**src/dipt_pkg.sv**
```systemverilog
// Package: widths, coefficients and shared types of the displacement peak tracker.
`default_nettype none
package dipt_pkg;
  localparam int unsigned SampleBits = 32;
  localparam int unsigned FracBits   = 32;
  localparam int unsigned CoefFrac   = 38;
  localparam int unsigned SigW       = 64;
  localparam int unsigned CoefW      = 41;

  typedef logic signed [SigW-1:0]  sig_t;
  typedef logic signed [CoefW-1:0] coef_t;

  localparam sig_t SigMax = {1'b0, {(SigW-1){1'b1}}};
  localparam sig_t SigMin = {1'b1, {(SigW-1){1'b0}}};

  localparam coef_t ScaleK = 41'sd32723560350;

  // coefficient set codes
  typedef enum logic [1:0] {
    CsHpA = 2'd0,
    CsLpB = 2'd1,
    CsHpC = 2'd2,
    CsHpW = 2'd3
  } cset_e;

  // coefficient within a section: c1, c2, d1, d2
  function automatic coef_t coef_lookup(input cset_e cs, input logic [1:0] k);
    coef_t c;
    c = '0;
    case (cs)
      CsHpA: case (k)
        2'd0: c = 41'sd549755813888;
        2'd1: c = 41'sd274877906944;
        2'd2: c = 41'sd549731634253;
        default: c = 41'sd274853728683;
      endcase
      CsLpB: case (k)
        2'd0: c = 41'sd526253752844;
        2'd1: c = 41'sd252415709022;
        2'd2: c = 41'sd549228048307;
        default: c = 41'sd274351240874;
      endcase
      CsHpC: case (k)
        2'd0: c = 41'sd549755813888;
        2'd1: c = 41'sd274877906944;
        2'd2: c = 41'sd549514003793;
        default: c = 41'sd274636206800;
      endcase
      default: case (k)
        2'd0: c = 41'sd549755813888;
        2'd1: c = 41'sd274877906944;
        2'd2: c = 41'sd548512815993;
        default: c = 41'sd273638207584;
      endcase
    endcase
    return c;
  endfunction

  function automatic sig_t sat_add(input sig_t a, input sig_t b);
    logic signed [SigW:0] s;
    s = {a[SigW-1], a} + {b[SigW-1], b};
    if (s[SigW] != s[SigW-1]) return s[SigW] ? SigMin : SigMax;
    return s[SigW-1:0];
  endfunction

  function automatic sig_t sat_sub(input sig_t a, input sig_t b);
    logic signed [SigW:0] s;
    s = {a[SigW-1], a} - {b[SigW-1], b};
    if (s[SigW] != s[SigW-1]) return s[SigW] ? SigMin : SigMax;
    return s[SigW-1:0];
  endfunction
endpackage
`default_nettype wire

```
**src/dipt_mul.sv**
```systemverilog
// Module: shared signed multiplier, split into four 32x32 partial products over cycles.
`default_nettype none
module dipt_mul (
  input  wire logic                clk_i,
  input  wire logic                rst_ni,
  input  wire logic                start_i,
  input  wire dipt_pkg::sig_t      a_i,
  input  wire dipt_pkg::coef_t     b_i,
  input  wire logic [6:0]          sh_i,
  output logic                     done_o,
  output dipt_pkg::sig_t           p_o
);
  import dipt_pkg::*;

  logic        neg_q, neg_d;
  logic [63:0] ua_q, ua_d;
  logic [63:0] ub_q, ub_d;
  logic [127:0] acc_q, acc_d;
  logic [2:0]  step_q, step_d;
  logic        busy_q, busy_d;
  logic [6:0]  sh_q, sh_d;
  logic [31:0] pa, pb;
  logic [63:0] pp;
  logic [127:0] sgn, rnd, sft;
  logic        fits;
  sig_t        res;

  always_comb begin
    pa = step_q[1] ? ua_q[63:32] : ua_q[31:0];
    pb = step_q[0] ? ub_q[63:32] : ub_q[31:0];
    pp = {32'd0, pa} * {32'd0, pb};
  end

  always_comb begin
    sgn = neg_q ? (~acc_q + 128'd1) : acc_q;
    rnd = sgn + (128'd1 << (sh_q - 7'd1));
    sft = $signed(rnd) >>> sh_q;
    fits = (sft[127:63] == '0) || (sft[127:63] == '1);
    res = fits ? sft[63:0] : (sft[127] ? SigMin : SigMax);
  end

  always_comb begin
    neg_d = neg_q; ua_d = ua_q; ub_d = ub_q; acc_d = acc_q;
    step_d = step_q; busy_d = busy_q; sh_d = sh_q;
    if (start_i) begin
      neg_d  = a_i[63] ^ b_i[CoefW-1];
      ua_d   = a_i[63] ? (64'd0 - a_i) : a_i;
      ub_d   = b_i[CoefW-1] ? (64'd0 - 64'(b_i)) : 64'(b_i);
      acc_d  = '0;
      step_d = '0;
      busy_d = 1'b1;
      sh_d   = sh_i;
    end else if (busy_q) begin
      acc_d  = acc_q + ({64'd0, pp} << ((7'(step_q[1]) + 7'(step_q[0])) << 5));
      step_d = step_q + 3'd1;
      if (step_q == 3'd3) busy_d = 1'b0;
    end
  end

  always_ff @(posedge clk_i or negedge rst_ni) begin
    if (!rst_ni) begin
      busy_q <= 1'b0;
      step_q <= '0;
    end else begin
      busy_q <= busy_d;
      step_q <= step_d;
    end
  end

  always_ff @(posedge clk_i) begin
    neg_q <= neg_d; ua_q <= ua_d; ub_q <= ub_d; acc_q <= acc_d; sh_q <= sh_d;
  end

  assign done_o = (step_q == 3'd4) && !busy_q;
  assign p_o    = res;
endmodule
`default_nettype wire
```
**config.mk**
```make
export PLATFORM = sky130hd
export DESIGN_NAME = dipt_mul
export DESIGN_NICKNAME = d
export VERILOG_FILES = /design/src/dipt_pkg.sv /design/src/dipt_mul.sv
export SDC_FILE = /design/constraint.sdc
export NUM_CORES = 2
export LEC_CHECK = 0
export ABC_AREA = 1
export BUFFER_PORTS_ARGS = -buffer_cell sky130_fd_sc_hd__buf_2
export CORE_MARGIN = 8
export CORE_UTILIZATION = 40
export CTS_CLUSTER_DIAMETER = 80
export DETAILED_ROUTE_END_ITERATION = 7
export PLACE_DENSITY_LB_ADDON = 0.08
export SLEW_MARGIN = 15
export SYNTH_ARGS = -nofsm -noshare
export SYNTH_HDL_FRONTEND = slang
export SYNTH_SLANG_ARGS = --single-unit
```
**constraint.sdc**
```tcl
create_clock -name clk_i -period 14.6 [get_ports clk_i]
set_input_delay 2.92 -clock clk_i [delete_from_list [all_inputs] [get_ports clk_i]]
set_output_delay 2.92 -clock clk_i [all_outputs]
set_load 0.01 [all_outputs]
```
* After elaboration in Yosys (flattened, before gate mapping)
Cells that the tools add are included.
** Storage, ports and cells
- Flip-flop bits (word level) :: 246
- Latch bits :: 0
- Bits in writable memories :: 0
- ROM bits :: 0
- Word-level logic and storage cells :: 43
- Memories :: 0
** Operators by class
- $add $sub $neg :: 8
- Multipliers :: 1
- Divide/modulo/power cells :: 0
- Magnitude comparators :: 0
- Equal/unequal tests :: 3
- Shift-type cells :: 3
- Multiplexer cells :: 12
- Bitwise logic cells :: 2
- Reductions and logical operators :: 5
** Operators by type and width (count)
- $add A128 B128 Y128 :: 2
- $add A128 B1 Y128 const B :: 1
- $mux W128 :: 1
- $mux W64 :: 2
- $not A128 Y128 :: 1
- $shl A1 B7 Y128 const A :: 1
- $shl A64 B7 Y128 :: 1
- $sshr A128 B7 Y128 :: 1
- $eq A65 B65 Y1 const B :: 1
- $logic_not A65 Y1 :: 1
- $mul A32 B32 Y64 :: 1
- $mux W32 :: 2
- $sub A1 B64 Y64 const A :: 1
- $mux W63 :: 1
- $sub A1 B41 Y42 const A :: 1
- $mux W40 :: 1
- $sub A7 B1 Y7 const B :: 1
- $mux W3 :: 2
- $add A3 B1 Y3 const B :: 1
- $eq A3 B2 Y1 const B :: 1
- $eq A3 B3 Y1 const B :: 1
- $mux W1 :: 3
- $add A1 B1 Y2 :: 1
- $reduce_bool A2 Y1 :: 1
- other kinds (4) :: 4

* Depth between registers and ports, before layout
- Depth after elaboration :: 8
- Gate-level depth with buffers :: 58
- Gate-level depth less buffers :: 57

* Worst setup path after synthesis
No wires, ideal clock.
- Path kind :: reg-to-reg
- Start :: reg step_q[1]
- End :: reg acc_q[108]
- Data arrival time :: 10.096 ns
- Required time :: 14.486 ns
- Setup slack :: 4.391 ns
- Cell stages (with the launch flop) :: 52
- Cells stage by stage :: dfrtp_1 clkbuf_1 inv_1 clkbuf_1 or2_2 o21ai_1 clkinv_1 clkbuf_1 nand2_1 inv_1 fa_1 fa_1 inv_1 fa_1 fa_1 fa_1 inv_1 fa_1 (+16 left out) nor2_1 ha_1 a21oi_1 inv_1 a31oi_1 inv_1 a21oi_1 o221ai_1 a21oi_1 o21ai_0 nand2_1 nand2_1 nand3_1 nand2_1 a21o_1 or2_2 nand3_1 nand2_1
** On the way
- Word-level cells in the longest chain between the ends :: 4
- Elaborated cells on any way between the ends :: 5
- Those cells by class :: 2 x add/sub; 1 x mul; 1 x shift; 1 x mux
** Ends and longest elaborated chain
- start: declaration :: line dipt_mul.sv:19 : logic [2:0] step_q, step_d;
- start signal: assignment :: line dipt_mul.sv:66 : step_q <= step_d;
- $mux W32 :: line dipt_mul.sv:29 : pa = step_q[1] ? ua_q[63:32] : ua_q[31:0];
- $mul A32 B32 Y64 :: line dipt_mul.sv:31 : pp = {32'd0, pa} * {32'd0, pb};
- $shl A64 B7 Y128 * :: line dipt_mul.sv:54 : acc_d = acc_q + ({64'd0, pp} << ((7'(step_q[1]) + 7'(step_q[0])) << 5));
- $add A128 B128 Y128 * :: line dipt_mul.sv:54
- end signal: assignment :: line dipt_mul.sv:71 : neg_q <= neg_d; ua_q <= ua_d; ub_q <= ub_d; acc_q <= acc_d; sh_q <= sh_d;
- end: declaration :: line dipt_mul.sv:18 : logic [127:0] acc_q, acc_d;
Mark *: on every way between the ends. The rest lies on a longest branch, timed or not.
A chain may end at the register's enable or synchronous reset.

* Worst setup path in the final report
- Start :: reg acc_q[1]
- End :: out p_o[1]
** On the way
- Word-level cells in the longest chain between the ends :: 8
- Elaborated cells on any way between the ends :: 10
- Those cells by class :: 2 x add/sub; 1 x eq/ne; 1 x shift; 3 x mux; 1 x bitwise; 2 x reduce/logical
** Ends and longest elaborated chain
- $not A128 Y128 :: line dipt_mul.sv:35 : sgn = neg_q ? (~acc_q + 128'd1) : acc_q;
- $add A128 B1 Y128 :: line dipt_mul.sv:35
- $mux W128 * :: line dipt_mul.sv:35
- $add A128 B128 Y128 * :: line dipt_mul.sv:36 : rnd = sgn + (128'd1 << (sh_q - 7'd1));
- $sshr A128 B7 Y128 * :: line dipt_mul.sv:37 : sft = $signed(rnd) >>> sh_q;
- $eq A65 B65 Y1 or $logic_not A65 Y1 (tied branches) :: line dipt_mul.sv:38 : fits = (sft[127:63] == '0) || (sft[127:63] == '1);
- $logic_or A1 B1 Y1 :: line dipt_mul.sv:38
- $mux W64 * :: line dipt_mul.sv:39 : res = fits ? sft[63:0] : (sft[127] ? SigMin : SigMax);
- end: declaration :: line dipt_mul.sv:11 : output dipt_pkg::sig_t p_o
Marked as above.

==> flow_summary.toml <==
[outcome]
run_status = "completed"

[setup_path]
critical-path-slowest-cell = "sky130_fd_sc_hd__xor2_1"
critical_path_peak_fanout = 63
cp.required_ns = 11.68
cp_slowest_stage_delay_ns = 0.86
crit_path_start_kind = "flop"
crit_path_end_kind = "output port"
critPathKind = "flop to output port"
cp_data_arrival_time_ns = 11.17
cp_common_cell = "sky130_fd_sc_hd__nand2_1"

[route]
ant_nets = 0
vias = 92400
detail_route.drc_violations = 0
avg_vias_per_cell = 5.50
drt_iter0_drc = 8992
routed_wire_length_per_instance_um = 27.0
drt-pass1-iter-count = 7
route.final.wire_length_um = 454000

[sta]
hold_violations = 0
min_period_ns = 14.09
tns_ns = 0
hold_slack_ns = 0.551
clock_skew_ns = 0.0781
slew_viol_final = 0
worst_slew_pin_slew_ns = 1.46
max_freq_mhz = 71.0
grt_setup_unrepaired = "no"
number_of_endpoints_failing_setup_at_the_final_stage = 0
layout_worst_path_cycle_share = 0.965
slew-limit-headroom = 0.0194

[clocking]
cts.path.max_buffers = 3
tritoncts = "done"
post_cts_resized = 0
cts_inserted_buffers = 41
root_buffer = "sky130_fd_sc_hd__clkbuf_16"
cts_setup_buffers = 0
cts-htree-levels = 2
cts_sinks = 246
clk_latency_ns = 0.73
clk_pin_slew_ns = 0.06
cts_hold_repair.buffers = 0

[synth]
count_of_flip_flops_with_a_built_in_enable_after_synthesis = 114
synth_cell_types = 71
synthesis_stage_register_bit_count = 246
synth_nets = 15600
yosys_warnings = 0
average_footprint_of_a_synthesized_cell_um2 = 6.08
ys_async_sr_fraction = 0.0163
synth_sequential_area_ratio = 0.0713
synth.cell_area_um2 = 85400
ys_dominant_reg_cell = "sky130_fd_sc_hd__dfxtp_1"
synthesis.instances = 14000

[hold_path]
timing.hold.worst.class = "flop to flop"

[floorplan]
fp.dieW_um = 478
coreArea_um2 = 212000
floorplan.die.height_um = 478
ioPinCount = 180
floorplan.initialDensity = 0.403
placement_rows = 169
floorplan.die_area_um2 = 229000

[global_routing]
grt_pass1_vias = 91800
grt_max_degree = 94
grt_first_pass_wirelength_um = 646000
grtUsageTotal = 0.386
grt.overflow.total = 0
antenna_found_initial = 20

[final_layout]
finish.cell_count_without_fillers = 16800
drive_above_1_share = 0.0643
synthToLayoutAreaGrowth_pct = 5.83
finish.net_count = 15500

[placement]
dp_cells = 16700
gp_congestion = 1.12
placement.io_buffers = 179
detailed_place_hpwl_um = 389000

[run]
cap_viol_max_count = 0
[sequential cells by signal, indices dropped and copies added, names as in the netlist]
name / cells
acc_q: 128
busy_q: 1
neg_q: 1
sh_q: 7
step_q: 3
ua_q: 64
ub_q: 42
[synth_stat cells (all sizes together), types with 93 or more instances]
cell / instances / area, um2
fa: 898 / 18000
a21oi: 539 / 2700
nor3: 119 / 661
dfxtp: 128 / 2560
clkbuf: 280 / 1050
xnor2: 117 / 1020
inv: 2897 / 10900
o21ai: 658 / 3300
a31oi: 133 / 832
nor2: 1462 / 5760
buf: 207 / 1110
nand2: 4142 / 16000
xor2: 242 / 2120
nand3: 1031 / 5410
edfxtp: 114 / 3420
ha: 525 / 6570
or2: 93 / 582
[per-stage QoR]
stage	setup slack [ns]	utilization	instance area (um2)
floorplan	4.39	-	85400
global placement	1.29	0.419	88900
detailed placement	1.32	0.419	88900
CTS	0.914	0.426	90300
global route	0.118	0.426	90300
finish	0.515	0.426	90400
[layout make-up]
cell class                      count  area, um2
Fill cell                       23500     122000
Clock inverter                     27        317
Antenna cell                       16       40.0
Tap cell                         2821       3530
Multi-Input combinational cell  10400      66200
Sequential cell                   246       6090
Timing Repair Buffer              331       2110
Clock buffer                       47       1060
Inverter                         2926      11000
[path summary, 6_finish.rpt]
kind	startpoint	end	slack, ns	cells after the start
worst max-delay path	acc_q[1]	p_o[1]	0.51	47
worst min-delay path	acc_q[0]	acc_q[0]	0.55	2
worst max register to register	step_q[0]	acc_q[94]	0.98	48
worst min register to register	acc_q[0]	acc_q[0]	0.55	2
max in group asynchronous	rst_ni	step_q[0]	12.33	1
min in group asynchronous	rst_ni	step_q[1]	2.08	1
[logic make-up (layout without fill, tap and decap cells)]
logic type,after synthesis,after routing,synth area share
xor+xnor,359,359,0.0368
other cells,1,17,0.0000439
buf+inv,3413,3331,0.154
compound gates,1575,1575,0.102
flops,246,246,0.0713
mux,40,40,0.00469
fa+ha+maj,1423,1423,0.287
simple gates,6991,6991,0.344
[layer usage]
| metal | share of wire | GRT usage |
|---|---|---|
| met3 | 0.068 | 0.0667 |
| met1 | 0.36 | 0.424 |
| met4 | 0.12 | 0.363 |
| met2 | 0.46 | 0.633 |
| met5 | 0.000088 | 0 |
[cells in the final DEF, fill, tap and decap left out, drive strengths merged, types with 12 or more instances in the layout]
| cell type | synthesis | layout |
|---|---|---|
| clkinv | 29 | 41 |
| o211ai | 42 | 42 |
| fa | 898 | 898 |
| a21boi | 21 | 21 |
| o21ai | 658 | 658 |
| nand2 | 4142 | 4142 |
| a21oi | 539 | 539 |
| diode | 0 | 16 |
| nor2 | 1462 | 1462 |
| xnor2 | 117 | 117 |
| nand4 | 46 | 46 |
| dfxtp | 128 | 128 |
| o22ai | 54 | 54 |
| nor4 | 56 | 56 |
| a31oi | 133 | 133 |
| ha | 525 | 525 |
| nand3b | 19 | 19 |
| nand3 | 1031 | 1031 |
| mux2i | 40 | 40 |
| o21a | 37 | 37 |
| nor3 | 119 | 119 |
| edfxtp | 114 | 114 |
| inv | 2897 | 2904 |
| buf | 207 | 331 |
| or2 | 93 | 93 |
| o31ai | 12 | 12 |
| and2 | 13 | 13 |
| clkbuf | 280 | 47 |
| xor2 | 242 | 242 |
[critical path, delay by kind of cell (launching register included)]
family | cells | cell delay [ns]
adders and majority gates | 2 | 0.68
AOI/OAI and AO/OA | 1 | 0.52
and+or+nand+nor | 36 | 7.15
DFF | 1 | 0.32
buffers and inverters | 7 | 0.77
xor gates and xnor gates | 1 | 0.86
Power is not shown: default switching activity piles up to over one toggle a cycle in this logic, so the estimate is an artifact.
